===== src/rtl/core/nmea_rmc_field_extractor_assert.svh =====
// Assertion macros for the NMEA RMC field extractor.
// No dependencies; included by files that carry concurrent checks.
`ifndef NMEA_RMC_FIELD_EXTRACTOR_ASSERT_SVH
`define NMEA_RMC_FIELD_EXTRACTOR_ASSERT_SVH
`ifndef SYNTHESIS
// Same-cycle implication, disabled in reset.
`define NRMC_ASSERT_IMP(lbl, clk, rst, ant, cons) \
  lbl: assert property (@(posedge clk) disable iff (rst) (ant) |-> (cons)) \
    else $error("assertion failed");
// Next-cycle implication, disabled in reset.
`define NRMC_ASSERT_NXT(lbl, clk, rst, ant, cons) \
  lbl: assert property (@(posedge clk) disable iff (rst) (ant) |=> (cons)) \
    else $error("assertion failed");
`else
`define NRMC_ASSERT_IMP(lbl, clk, rst, ant, cons)
`define NRMC_ASSERT_NXT(lbl, clk, rst, ant, cons)
`endif
`endif


===== src/rtl/core/nrmc_pkg.sv =====
// Shared constants and types for the NMEA RMC field extractor.
// No dependencies.
package nrmc_pkg;

  localparam int MAX_LINE   = 250;
  localparam int LAST_FIELD = 8;
  // line position must hold MAX_LINE itself
  localparam int LPW        = $clog2(MAX_LINE + 1);

  localparam logic [7:0] CH_DOLLAR = 8'h24;
  localparam logic [7:0] CH_LF     = 8'h0A;
  localparam logic [7:0] CH_COMMA  = 8'h2C;
  localparam logic [7:0] CH_M      = 8'h4D;
  localparam logic [7:0] CH_C      = 8'h43;
  localparam logic [7:0] CH_A      = 8'h41;
  localparam logic [7:0] CH_V      = 8'h56;

  localparam logic [3:0] FIELD_MAX  = 4'hF;
  localparam logic [7:0] OFFSET_MAX = 8'hFF;
  localparam logic [3:0] FIX_FIELD  = 4'd2;

  typedef struct packed {
    logic [3:0] field_number;
    logic [7:0] char_offset;
    logic [7:0] data_byte;
    logic       field_char;
    logic       field_end;
    logic       sentence_done;
    logic       fix_valid;
  } result_t;

endpackage


===== src/rtl/core/nrmc_parser.sv =====
// Line tracker and field tagger: sentence state plus per-byte tagging logic.
// Depends on nrmc_pkg.
module nrmc_parser import nrmc_pkg::*; (
  input  logic       clk,
  input  logic       rst,
  input  logic       en,
  input  logic [7:0] rx_byte,
  output result_t    result,
  output logic       line_open
);

  logic [LPW-1:0] line_pos, line_pos_next;
  logic           open_next;
  logic           byte4_m, byte4_m_next;
  logic           byte5_c, byte5_c_next;
  logic [3:0]     cur_field, cur_field_next;
  logic [7:0]     offset, offset_next;
  logic           pending_fix, pending_fix_next;
  logic           committed_fix, committed_fix_next;

  logic           is_dollar, is_comma, is_lf;
  logic           b4_upd, b5_upd, rmc, in_range;
  logic [LPW-1:0] pos_inc;

  assign is_dollar = (rx_byte == CH_DOLLAR);
  assign is_comma  = (rx_byte == CH_COMMA);
  assign is_lf     = (rx_byte == CH_LF);
  assign b4_upd    = (line_pos == LPW'(4)) ? (rx_byte == CH_M) : byte4_m;
  assign b5_upd    = (line_pos == LPW'(5)) ? (rx_byte == CH_C) : byte5_c;
  assign rmc       = b4_upd & b5_upd;
  assign in_range  = (cur_field >= 4'd1) && (cur_field <= 4'(LAST_FIELD));
  assign pos_inc   = line_pos + LPW'(1);

  always_comb begin
    open_next          = line_open;
    line_pos_next      = line_pos;
    byte4_m_next       = byte4_m;
    byte5_c_next       = byte5_c;
    cur_field_next     = cur_field;
    offset_next        = offset;
    pending_fix_next   = pending_fix;
    committed_fix_next = committed_fix;
    result.field_number  = 4'd0;
    result.char_offset   = 8'd0;
    result.data_byte     = rx_byte;
    result.field_char    = 1'b0;
    result.field_end     = 1'b0;
    result.sentence_done = 1'b0;
    if (is_dollar) begin
      open_next        = 1'b1;
      line_pos_next    = LPW'(1);
      byte4_m_next     = 1'b0;
      byte5_c_next     = 1'b0;
      cur_field_next   = 4'd0;
      offset_next      = 8'd0;
      pending_fix_next = committed_fix;
    end else if (line_open) begin
      result.field_number = cur_field;
      result.char_offset  = offset;
      byte4_m_next = b4_upd;
      byte5_c_next = b5_upd;
      if (is_comma) begin
        result.field_end = rmc & in_range;
        if (cur_field != FIELD_MAX) cur_field_next = cur_field + 4'd1;
        offset_next = 8'd0;
      end else if (is_lf && rmc) begin
        result.sentence_done = 1'b1;
        committed_fix_next   = pending_fix;
        open_next            = 1'b0;
      end else begin
        if (rmc && in_range) begin
          result.field_char = 1'b1;
          // first character of the status field carries the fix flag
          if (cur_field == FIX_FIELD && offset == 8'd0) begin
            if (rx_byte == CH_A)      pending_fix_next = 1'b1;
            else if (rx_byte == CH_V) pending_fix_next = 1'b0;
          end
        end
        if (offset != OFFSET_MAX) offset_next = offset + 8'd1;
      end
      if (open_next) begin
        line_pos_next = pos_inc;
        if (pos_inc >= LPW'(MAX_LINE)) open_next = 1'b0;
      end
    end
    result.fix_valid = committed_fix_next;
  end

  always_ff @(posedge clk) begin
    if (rst) begin
      line_open     <= 1'b0;
      line_pos      <= '0;
      byte4_m       <= 1'b0;
      byte5_c       <= 1'b0;
      cur_field     <= 4'd0;
      offset        <= 8'd0;
      pending_fix   <= 1'b0;
      committed_fix <= 1'b0;
    end else if (en) begin
      line_open     <= open_next;
      line_pos      <= line_pos_next;
      byte4_m       <= byte4_m_next;
      byte5_c       <= byte5_c_next;
      cur_field     <= cur_field_next;
      offset        <= offset_next;
      pending_fix   <= pending_fix_next;
      committed_fix <= committed_fix_next;
    end
  end

endmodule


===== src/rtl/core/nrmc_out_reg.sv =====
// Result register: holds one tagged item until the downstream side takes it.
// Depends on nrmc_pkg.
module nrmc_out_reg import nrmc_pkg::*; (
  input  logic    clk,
  input  logic    rst,
  input  logic    load,
  input  result_t load_data,
  input  logic    take,
  output logic    full,
  output result_t data
);

  always_ff @(posedge clk) begin
    if (rst) begin
      full <= 1'b0;
    end else if (load) begin
      full <= 1'b1;
    end else if (take) begin
      full <= 1'b0;
    end
  end

  always_ff @(posedge clk) begin
    if (load) begin
      data <= load_data;
    end
  end

endmodule


===== src/rtl/core/nmea_rmc_field_extractor.sv =====
// NMEA RMC field extractor. Takes one received UART character per item and
// returns one tagged item per character, in order. A '$' opens a line; the line
// is an RMC sentence when line bytes 4 and 5 are 'M' and 'C'. Characters of
// fields 1 to 8 are flagged with their field number and offset, the comma that
// closes such a field is flagged as a field end, and a line feed ends the
// sentence (tlast) and commits the fix flag taken from field 2 ('A' sets,
// 'V' clears). A line that runs to 250 bytes without a line feed is dropped
// until the next '$'. Throughput is one item per clock while m_tready is high.
// An accepted item is held in the input register and is then loaded into the
// result register, which drives tvalid, once that register is empty or its item
// is being taken. The sentence state is updated as each item moves between the
// two registers.
// Both registers accept a new item in the same cycle the old one leaves.
// Depends on nrmc_pkg, nrmc_parser, nrmc_out_reg and the assertion header.
`include "nmea_rmc_field_extractor_assert.svh"
module nmea_rmc_field_extractor import nrmc_pkg::*; (
  input  logic        clk,
  input  logic        rst,
  input  logic        s_tvalid,
  output logic        s_tready,
  input  logic [7:0]  s_tdata,   // [7:0] rx_byte
  output logic        m_tvalid,
  input  logic        m_tready,
  output logic [23:0] m_tdata,   // [3:0] field_number, [11:4] char_offset,
                                 // [19:12] data_byte, [20] fix_valid, [23:21] zero
  output logic [1:0]  m_tuser,   // [0] field_char, [1] field_end
  output logic        m_tlast    // sentence_done
);

  // input register
  logic       in_full;
  logic [7:0] in_byte;
  logic       advance;     // item moves from input register to result register
  logic       out_full;
  result_t    res_comb;
  result_t    res_q;
  logic       line_open;

  assign advance  = in_full && (!out_full || m_tready);
  assign s_tready = !in_full || advance;

  always_ff @(posedge clk) begin
    if (rst) begin
      in_full <= 1'b0;
    end else if (s_tready) begin
      in_full <= s_tvalid;
    end
  end

  always_ff @(posedge clk) begin
    if (s_tvalid && s_tready) begin
      in_byte <= s_tdata;
    end
  end

  // sentence state advances once per item, in arrival order
  nrmc_parser u_parser (
    .clk       (clk),
    .rst       (rst),
    .en        (advance),
    .rx_byte   (in_byte),
    .result    (res_comb),
    .line_open (line_open)
  );

  nrmc_out_reg u_out (
    .clk       (clk),
    .rst       (rst),
    .load      (advance),
    .load_data (res_comb),
    .take      (m_tready),
    .full      (out_full),
    .data      (res_q)
  );

  assign m_tvalid = out_full;
  assign m_tdata  = {3'b000, res_q.fix_valid, res_q.data_byte, res_q.char_offset,
                     res_q.field_number};
  assign m_tuser  = {res_q.field_end, res_q.field_char};
  assign m_tlast  = res_q.sentence_done;

  // a tagged character is never also a field end or a sentence end
  `NRMC_ASSERT_IMP(a_tag_excl, clk, rst, m_tvalid && m_tuser[0], !m_tuser[1] && !m_tlast)
  // tagged items always lie in fields 1 to LAST_FIELD
  `NRMC_ASSERT_IMP(a_tag_range, clk, rst, m_tvalid && (m_tuser[0] || m_tuser[1]),
    (m_tdata[3:0] != 4'd0) && (m_tdata[3:0] <= 4'(LAST_FIELD)))
  // a closed line stays closed until a '$' passes
  `NRMC_ASSERT_NXT(a_closed, clk, rst, !line_open && !(advance && in_byte == CH_DOLLAR),
    !line_open)
  // a '$' is reported at field 0, offset 0, and never tagged
  `NRMC_ASSERT_IMP(a_dollar, clk, rst, m_tvalid && (m_tdata[19:12] == CH_DOLLAR),
    (m_tdata[11:0] == 12'd0) && (m_tuser == 2'b00) && !m_tlast)

endmodule

===== config.mk =====
export PLATFORM = sky130hd
export DESIGN_NAME = nmea_rmc_field_extractor
export DESIGN_NICKNAME = d
export VERILOG_FILES = /design/src/rtl/core/nrmc_pkg.sv /design/src/rtl/core/nrmc_parser.sv /design/src/rtl/core/nrmc_out_reg.sv /design/src/rtl/core/nmea_rmc_field_extractor.sv
export VERILOG_INCLUDE_DIRS = /design/src /design/src/rtl/core
export SDC_FILE = /design/constraint.sdc
export NUM_CORES = 1
export LEC_CHECK = 0
export ABC_AREA = 1
export ABC_CLOCK_PERIOD_IN_PS = 5400
export BUFFER_PORTS_ARGS = -buffer_cell sky130_fd_sc_hd__clkbuf_2
export CORE_UTILIZATION = 58
export DETAILED_ROUTE_END_ITERATION = 10
export GPL_ROUTABILITY_DRIVEN = 1
export MAX_ROUTING_LAYER = met4
export PLACE_DENSITY = 0.88
export SLEW_MARGIN = 20
export SYNTH_ARGS = -nofsm -noshare
export SYNTH_HDL_FRONTEND = slang
export SYNTH_HIERARCHICAL = 1
export SYNTH_SLANG_ARGS = --single-unit
export TNS_END_PERCENT = 30

===== constraint.sdc =====
create_clock -name clk -period 5.4 [get_ports clk]
set_clock_uncertainty 0.2 [all_clocks]
set_input_delay 0 -clock clk [delete_from_list [all_inputs] [get_ports clk]]
set_output_delay 0 -clock clk [all_outputs]
set_load 0.01 [all_outputs]

## After elaboration in Yosys (flattened, before gate mapping)

Cells that the tools add are included.

- Output and inout bits: 29
- Bits of input ports: 12
- Logic and storage cells: 114
- Flip-flop bits (word level): 59

- Multiplexer cells: 42
- $add $sub $neg: 3
- Order comparisons: 3
- Reduce and logical (&&, ||, !) cells: 29
- Equality and inequality tests: 15
- Bitwise gates (word level): 4

Operators with widths:

| cell | number |
|---|---|
| $mux W8 | 8 |
| $eq A8 B7 Y1 const B | 4 |
| $mux W1 | 30 |
| $add A8 B1 Y8 const B | 2 |
| $eq A8 B3 Y1 const B | 2 |
| $eq A8 B6 Y1 const B | 2 |
| $mux W4 | 4 |
| $reduce_bool A2 Y1 | 7 |
| $eq A8 B4 Y1 const B | 1 |
| $ge A8 B8 Y1 const B | 1 |
| $logic_not A8 Y1 | 1 |
| $ne A8 B8 Y1 const B | 1 |
| $reduce_and A4 Y1 | 2 |
| $reduce_and A7 Y1 | 1 |
| $logic_and A1 B1 Y1 | 6 |
| $reduce_bool A3 Y1 | 2 |
| $reduce_or A3 Y1 | 2 |
| $add A4 B1 Y4 const B | 1 |
| $eq A4 B2 Y1 const B | 1 |
| $ge A4 B1 Y1 const B | 1 |
| $le A4 B4 Y1 const B | 1 |
| $ne A2 B1 Y1 const B | 2 |
| $ne A4 B4 Y1 const B | 1 |
| $reduce_or A4 Y1 | 1 |
| 8 further kinds | 12 |

## Depth between registers and ports, before layout

Gate-level depths: netlist (run 1).

- Depth after elaboration: 11
- Gate-level depth with buffers: 14
- Gate-level depth less buffers: 13

## Modules after synthesis

The synthesis (run 1) kept the hierarchy.

By module, submodules not included:

| module | instances | cells each | sequential area each (sq um) | area an instance (sq um) |
|---|---|---|---|---|
| nrmc_parser | 1 | 335 | 500.5 | 2090.8 |
| nrmc_out_reg | 1 | 29 | 740.7 | 760.7 |
| nmea_rmc_field_extractor | 1 | 20 | 260.2 | 327.8 |

## Least setup slack after synthesis (run 1)

OpenSTA, ideal clock, no wires.

- Kind: register to register
- Start: register u_out.full
- End: register u_parser.offset[1]
- Cell stages (with the launch flop): 8
- Buffers on the path: 1
- Slack: 1.174 ns
- Library setup time: 0.129 ns
- Arrival: 3.897 ns
- Period minus slack after synthesis: 4.226 ns
- Required time: 5.071 ns
- Cells stage by stage: dfxtp_1 -> a21boi_0 -> nand2_1 -> nand2_8 -> nand3_4 -> buf_6 -> o21ai_1 -> nor2_1

- Cells in the longest elaborated chain, start to end: 4

Ends and longest elaborated chain:

| what | line | source |
|---|---|---|
| from (decl) | nrmc_out_reg.sv:9 | `output logic full,` |
| from (signal assigned) | nrmc_out_reg.sv:15 | `full <= 1'b0;` |
| from (signal assigned) | nrmc_out_reg.sv:17 | `full <= 1'b1;` |
| from (signal assigned) | nrmc_out_reg.sv:19 | `full <= 1'b0;` |
| $logic_not A1 Y1 | nmea_rmc_field_extractor.sv:39 | `assign advance = in_full && (!out_full \|\| m_tready);` |
| $logic_or A1 B1 Y1 | nmea_rmc_field_extractor.sv:39 |  |
| $logic_and A1 B1 Y1 | nmea_rmc_field_extractor.sv:39 |  |
| via advance | nmea_rmc_field_extractor.sv:33 | `logic advance;` |
| $reduce_and A4 Y1 (no source line) | -- |  |
| to (signal assigned) | nrmc_parser.sv:105 | `offset <= offset_next;` |
| to (decl) | nrmc_parser.sv:17 | `logic [7:0] offset, offset_next;` |

The timed path passes the listed nets, and every way through them passes these cells.
A chain may end at the register's enable or synchronous reset.

## Worst setup path in the final report (run 1)

- Start: register u_parser.line_pos[0]
- End: register u_parser.offset[1]

- Cells in the longest elaborated chain, start to end: 6
- Elaborated cells on any way between the ends: 8
- Those cells by class: 3 x eq/ne; 2 x mux; 1 x bitwise; 2 x reduce/logical

Ends and longest elaborated chain:

| what | line | source |
|---|---|---|
| from (decl) | nrmc_parser.sv:12 | `logic [LPW-1:0] line_pos, line_pos_next;` |
| from (signal assigned) | nrmc_parser.sv:101 | `line_pos <= line_pos_next;` |
| $eq A8 B3 Y1 (on tied branches) | nrmc_parser.sv:28, nrmc_parser.sv:29 |  |
| $mux W1 (on tied branches) | nrmc_parser.sv:28, nrmc_parser.sv:29 |  |
| $and A1 B1 Y1 (*) | nrmc_parser.sv:30 | `assign rmc = b4_upd & b5_upd;` |
| $logic_and A1 B1 Y1 (*) | nrmc_parser.sv:66 | `end else if (is_lf && rmc) begin` |
| $ne A3 B1 Y1 (no source line) (*) | -- |  |
| $reduce_and A4 Y1 (no source line) (*) | -- |  |

Mark *: on every way between the ends. The rest lies on a longest branch, timed or not.

==> flow_summary.json, run 1 <==
{
  "overflow": 0,
  "dpl_cell_area_um2": 3330,
  "cts_sinks": 59,
  "ant_nets": 0,
  "critPathRequiredTime_ps": 5420,
  "hold_depth": 2,
  "start_util": 0.611,
  "io_buffers": 37,
  "critPathCaptureType": "flop",
  "p_per_area_nw_per_um2": 258,
  "crit_fanout": 12,
  "die_width_um": 76.0,
  "fmax_ghz": 0.457,
  "drt-total-wl_um": 6820,
  "ys.flop_type": "edfxtp_1",
  "cap_violations": 0,
  "finalCriticalPeriod_ps": 2190,
  "min_to": "in_byte[0]$_DFFE_PP_",
  "p_leak_nw": 1.57,
  "grt_max_degree": 31,
  "grt_pass1_wl_um": 11500,
  "io_pins": 41,
  "p_total_w": 0.000946,
  "dpl.hpwl_um": 4490,
  "syn_area_per_cell_um2": 8.28,
  "grt_use_met1": 0.294,
  "met3_usage": 0.0647,
  "finalCritPeriodShare": 0.405,
  "worst-r2r-cell-count": 12,
  "firstDrtPassIters": 5,
  "num_vias": 2650,
  "final_area_um2": 3660,
  "antenna_found_initial": 0,
  "cts_tree": "built",
  "worst-path-buf-inv": 1,
  "path_class": "reg -> reg",
  "wl_per_cell_um": 13.5,
  "finalHoldViolCount": 0,
  "mostFrequentLayoutCell": "nand2_1",
  "crit_arrival_ps": 2200,
  "clkLatencyLatePin_ps": 340,
  "min_path_type": "in -> reg",
  "route.detailed.drc": 0,
  "drive_above_1_share": 0.180,
  "dieArea_um2": 5780,
  "setup_viol": 0,
  "yosys_warnings": 6,
  "r2r_start": "u_parser/line_pos[0]$_SDFFE_PP0P_",
  "grtUsageTotal": 0.264,
  "rows": 26,
  "n_antenna_cell": 0,
  "cts_setup_buffers": 0,
  "core_um2": 5200,
  "min_from": "s_tdata[0]",
  "path_clk_slew_ps": 70,
  "cts_htree_levels": 3,
  "cts-root-buf": "clkbuf_8",
  "crit_slowest_cell": "dfxtp_1",
  "gp_congestion": 0.852,
  "drt_iter0_markers": 213,
  "top_usage_layer": "met2",
  "grt_setup_unrepaired": "no",
  "totalNegativeSetupSlack_ps": 0,
  "final_nets": 450,
  "yosys.area.top_type": "edfxtp_1",
  "vdd.ir_drop.worst_v": 0.000197,
  "synth_area_leaders": "edfxtp_1 (30%), dfxtp_1 (17%), nand2_1 (9.1%)",
  "syn_inst": 384,
  "netlist_area_um2": 3180,
  "synthArstFlopShare": 0,
  "slowest_delay_ps": 450,
  "cp_cell_sequence": "inv_1 -> ha_1 -> nand3_1 -> nor2_1 -> nand2_1 -> nand2_1 -> nor2_4 -> nand2_4 -> nand3_4 -> nand2_1 -> o21ai_1 -> nor2_1",
  "met2_usage": 0.439,
  "synth_seq_cells": 59,
  "yosysSeqAreaShare": 0.472,
  "worstSetupStartpointType": "flop",
  "max_slew.worst_pin.slew_ps": 528,
  "cp_common_cell": "nand2_1",
  "r2r_setup_slack_ps": 3210,
  "hold_slack_ps": 169,
  "numCtsBuffers": 9,
  "area_delta_synth_final_pct": 15.2,
  "slew_viol_final": 0,
  "synth_edf_count": 32,
  "viasPerCell": 5.26,
  "final_cell_mix": "nand2_1 (77), nor2_1 (66), inv_1 (47)",
  "r2r_end": "u_parser/offset[1]$_SDFFE_PP0P_",
  "die_h_um": 76.0,
  "status": "complete, no violations",
  "clockBufferDepth": 2,
  "nFillCells": 409,
  "cp_top_family": "simple AND/OR/NAND/NOR gates",
  "slew-limit-headroom": 0.648,
  "synthDominantCellAreaShare": 0.302,
  "ys_types": 39,
  "first_global_vias": 2606
}
## cell type report
| class | count | area (um2) | area share |
|---|---|---|---|
| flip-flops and latches | 59 | 1500 | 0.410 |
| multi-input cells | 257 | 1360 | 0.371 |
| repair buffers | 51 | 323 | 0.0881 |
| inverters | 51 | 194 | 0.0530 |
| clock buffers | 14 | 163 | 0.0444 |
| well taps | 70 | 87.6 | 0.0239 |
| clock inverters | 2 | 35.0 | 0.00957 |
## metal layers
layer	vias to the layer above	routed length, um
met5	-	0
met4	0	221
met3	19	386
met2	111	3480
met1	1204	2740
li1	1316	-
## kinds of logic after synthesis
kind of cell             after synthesis  synth area share
AO/OA/AOI/OAI                         34            0.0657
XOR/XNOR                               3           0.00827
adder cells (fa/ha/maj)                9            0.0354
buffers and inverters                 70             0.104
flip-flops                            59             0.472
other                                  1           0.00118
AND/OR/NAND/NOR                      208             0.313
## state kept, by name, indices dropped and copies added (netlist names)
| register | count |
|---|---|
| u_out/data | 24 |
| in_byte | 8 |
| u_parser/cur_field | 4 |
| u_parser/offset | 8 |
| u_parser/pending_fix | 1 |
| u_parser/committed_fix | 1 |
| in_full | 1 |
| u_parser/line_open | 1 |
| u_parser/byte4_m | 1 |
| u_out/full | 1 |
| u_parser/line_pos | 8 |
| u_parser/byte5_c | 1 |
## cell usage after synthesis, types with 2 or more instances
library cell  instances
nand2_1              77
nor2_1               66
inv_1                47
edfxtp_1             32
nand3_1              29
dfxtp_1              27
a21oi_1              19
buf_4                13
nand4_1              11
ha_1                  9
nor2_2                6
nor3_1                5
o21ai_0               5
inv_2                 3
o21ai_1               3
a21oi_2               2
buf_6                 2
clkbuf_1              2
nand2_4               2
nand2_8               2
nor2_4                2
nor3b_1               2
xor2_1                2
## worst reg2reg max path: cells and delay by family, from the launching register on
family	cells	cell delay, ps
DFF	1	450
adders and majority gates	1	210
AOI/OAI and AO/OA	1	90
buffers and inverters	1	110
and+or+nand+nor	9	1020
## how the worst max path moves through the flow
stage                                   endpoint  slack [ps]                              start  depth (start not counted)
2_1_floorplan    u_parser/offset[1]$_SDFFE_PP0P_        1170            u_out/full$_SDFFE_PP0P_                          7
3_3_place_gp   u_parser/pending_fix$_SDFFE_PP0P_        3330               in_byte[0]$_DFFE_PP_                         10
3_5_place_dp     u_parser/offset[1]$_SDFFE_PP0P_        3270  u_parser/line_pos[0]$_SDFFE_PP0P_                         12
4_1_cts          u_parser/offset[1]$_SDFFE_PP0P_        3230  u_parser/line_pos[0]$_SDFFE_PP0P_                         12
5_1_grt          u_parser/offset[1]$_SDFFE_PP0P_        3080               in_byte[4]$_DFFE_PP_                         12
6_report         u_parser/offset[1]$_SDFFE_PP0P_        3210  u_parser/line_pos[0]$_SDFFE_PP0P_                         12
## metrics by stage
| step | setup slack [ps] | util | cells |
|---|---|---|---|
| 2_1_floorplan | 1170 | - | 386 |
| 3_3_place_gp | 3330 | 0.641 | 475 |
| 3_5_place_dp | 3270 | 0.641 | 475 |
| 4_1_cts | 3230 | 0.704 | 504 |
| 5_1_grt | 3080 | 0.704 | 504 |
| 6_report | 3210 | 0.704 | 504 |
## report_power, final
group	total (W)	leakage [nW]	internal (W)	switching, W
clock network	0.000401	0.101	0.000238	0.000163
registers	0.000495	0.522	0.000486	0.00000827
logic	0.0000501	0.948	0.0000199	0.0000302
## timing repair
action | in CTS | in global routing
setup endpoints to repair | 0 | 0
hold buffers | 13 | 0
endpoints found under the hold margin | 31 | 0
gates resized for setup | 0 | 0
Power figures use the tool's default switching activity.
==> inputs of run 2 (changes only) <==
- ABC_CLOCK_PERIOD_IN_PS: 5400 -> 1900
- CORE_UTILIZATION: 58 -> 52
- PLACE_DENSITY: 0.88 -> 0.84
- clock period: 5.4 -> 1.9 ns (I/O delays scaled with it)
==> flow_summary.json, run 2 (same netlist as run 1, synthesis figures left out) <==
{
  "p_seq_frac": 0.527,
  "p_leak_nw": 1.76,
  "min_to": "in_byte[0]$_DFFE_PP_",
  "met3_usage": 0.0716,
  "p_int_w": 0.00205,
  "core_um2": 5920,
  "p_per_area_nw_per_um2": 652,
  "num_vias": 3014,
  "vdd.ir_drop.worst_v": 0.000375,
  "min_path_type": "in -> reg",
  "die_width_um": 80.2,
  "seqCellArea_um2": 1510,
  "worstSetupStartpointType": "flop",
  "viasPerCell": 5.52,
  "setup_ws_ps": -165,
  "hold_slack_ps": 178,
  "first_global_vias": 2647,
  "area_delta_synth_final_pct": 28.5,
  "route.detailed.drc": 1,
  "dpl.hpwl_um": 4790,
  "mostFrequentLayoutCell": "nand2_1",
  "finalCoreUtilization": 0.690,
  "grt_max_degree": 29,
  "nFillCells": 408,
  "netSwitchingFraction": 0.230,
  "setup_viol": 25,
  "totalNegativeSetupSlack_ps": -2190,
  "wl_per_cell_um": 15.4,
  "crit_fanout": 4,
  "io_buffers": 37,
  "status": "finished, violations left",
  "r2r_setup_slack_ps": -170,
  "regMostFlops": "u_out/data",
  "path_class": "reg -> reg",
  "crit_arrival_ps": 2100,
  "grt_use_met1": 0.281,
  "finalHoldViolCount": 0,
  "power_frac_comb": 0.065,
  "grt_pass1_wl_um": 11800,
  "numCtsBuffers": 9,
  "rows": 28,
  "grtUsageTotal": 0.250,
  "n_antenna_cell": 0,
  "power.switching_w": 0.000613,
  "clkLatencyLatePin_ps": 340,
  "die_h_um": 80.2,
  "r2r_start": "in_byte[1]$_DFFE_PP_",
  "gp_congestion": 0.935,
  "cts-root-buf": "clkbuf_8",
  "path_clk_slew_ps": 70,
  "final_cell_mix": "nand2_1 (67), nor2_1 (59), inv_1 (44)",
  "start_util": 0.537,
  "antenna_found_initial": 0,
  "io_pins": 41,
  "finalCriticalPeriod_ps": 2070,
  "ant_nets": 0,
  "multi_input_area_um2": 1510,
  "overflow": 0,
  "fmax_ghz": 0.484,
  "critPathCaptureType": "flop",
  "top_usage_layer": "met2",
  "drt_iter0_markers": 358,
  "largest_reg_flops": 24,
  "slew_viol_final": 0,
  "pwr-share-clk": 0.408,
  "final_nets": 487,
  "met2_usage": 0.409,
  "grt_setup_unrepaired": "yes",
  "cts_htree_levels": 3,
  "critPathRequiredTime_ps": 1930,
  "dieArea_um2": 6430,
  "hold_depth": 2,
  "worst-r2r-cell-count": 8,
  "r2r_end": "u_parser/cur_field[2]$_SDFFE_PP0P_",
  "firstDrtPassIters": 8,
  "drt-total-wl_um": 8410,
  "cts_sinks": 59,
  "min_from": "s_tdata[0]",
  "cap_violations": 0,
  "clockBufferDepth": 2,
  "p_total_w": 0.00266,
  "violations": "design-rule violations, negative setup slack",
  "cts_tree": "built",
  "finalCritPeriodShare": 1.09,
  "dp_slack_ps": -120,
  "drive_above_1_share": 0.318
}
## run 2: changes by cell type in the layout (fill, tap and decap cells not counted), sizes merged
cell	delta
buf	+35
clkbuf	-2
nand2	+2
clkinv	+2
dlygate4sd3	-1
nand3	+1
## run 2: how the worst max path moves through the flow
stage | start | to | slack, ps | depth (start not counted)
2_1_floorplan | u_out/full$_SDFFE_PP0P_ | u_parser/offset[1]$_SDFFE_PP0P_ | -100 | 7
3_3_place_gp | u_parser/line_pos[0]$_SDFFE_PP0P_ | u_parser/line_pos[7]$_SDFFE_PP0P_ | -30 | 11
3_5_place_dp | u_parser/line_pos[0]$_SDFFE_PP0P_ | u_parser/offset[1]$_SDFFE_PP0P_ | -120 | 12
4_1_cts | in_byte[7]$_DFFE_PP_ | u_parser/offset[1]$_SDFFE_PP0P_ | -40 | 12
5_1_grt | u_parser/line_pos[0]$_SDFFE_PP0P_ | u_parser/line_open$_SDFFE_PP0P_ | -250 | 13
6_report | in_byte[1]$_DFFE_PP_ | u_parser/cur_field[2]$_SDFFE_PP0P_ | -170 | 8
## run 2: power by group through the flow
stage,sequential (W),clock (W),combinational [W]
6_report,0.00140,0.00109,0.000173
5_1_grt,0.00141,0.00116,0.000186
4_1_cts,0.00140,0.00108,0.000155
3_5_place_dp,0.00143,0,0.000129
2_1_floorplan,0.00144,0,0.0000777
3_3_place_gp,0.00143,0,0.000126
## run 2: worst max-delay path, stage by stage (launching register included)
cell and delay [ps]:
edfxtp_1 510, nor2_2 260, nand3_2 150, nor2_4 130, inv_2 80, a31oi_4 160, buf_4 150, nand3_1 80
a21oi_1 250
## run 2: through the flow
stage,instance area (um2),std cells
after global routing,4090,546
after detailed placement,3490,499
after CTS,3860,533
after floorplan,3200,386
after global placement,3490,499
final,4090,546
## run 2: per-layer routing
layer,wire length (um),share of wire
met1,3250,0.39
met2,4140,0.49
met3,583,0.069
met4,441,0.052
met5,0,0
## run 2: what timing repair did
action / CTS / global route
pin swaps: 2 / 16
gates cloned: 0 / 3
hold buffers: 12 / 0
buffers inserted: 6 / 10
gates resized for setup: 8 / 34
hold endpoints to repair: 25 / 0
endpoints found under the setup margin: 25 / 38
## run 2: cell type report
class,instances,share of cell area
Multi-Input combinational cell,260,0.370
Sequential cell,59,0.369
Timing Repair Buffer,85,0.146
Inverter,51,0.0487
Clock buffer,12,0.0331
Tap cell,75,0.0230
Clock inverter,4,0.0107
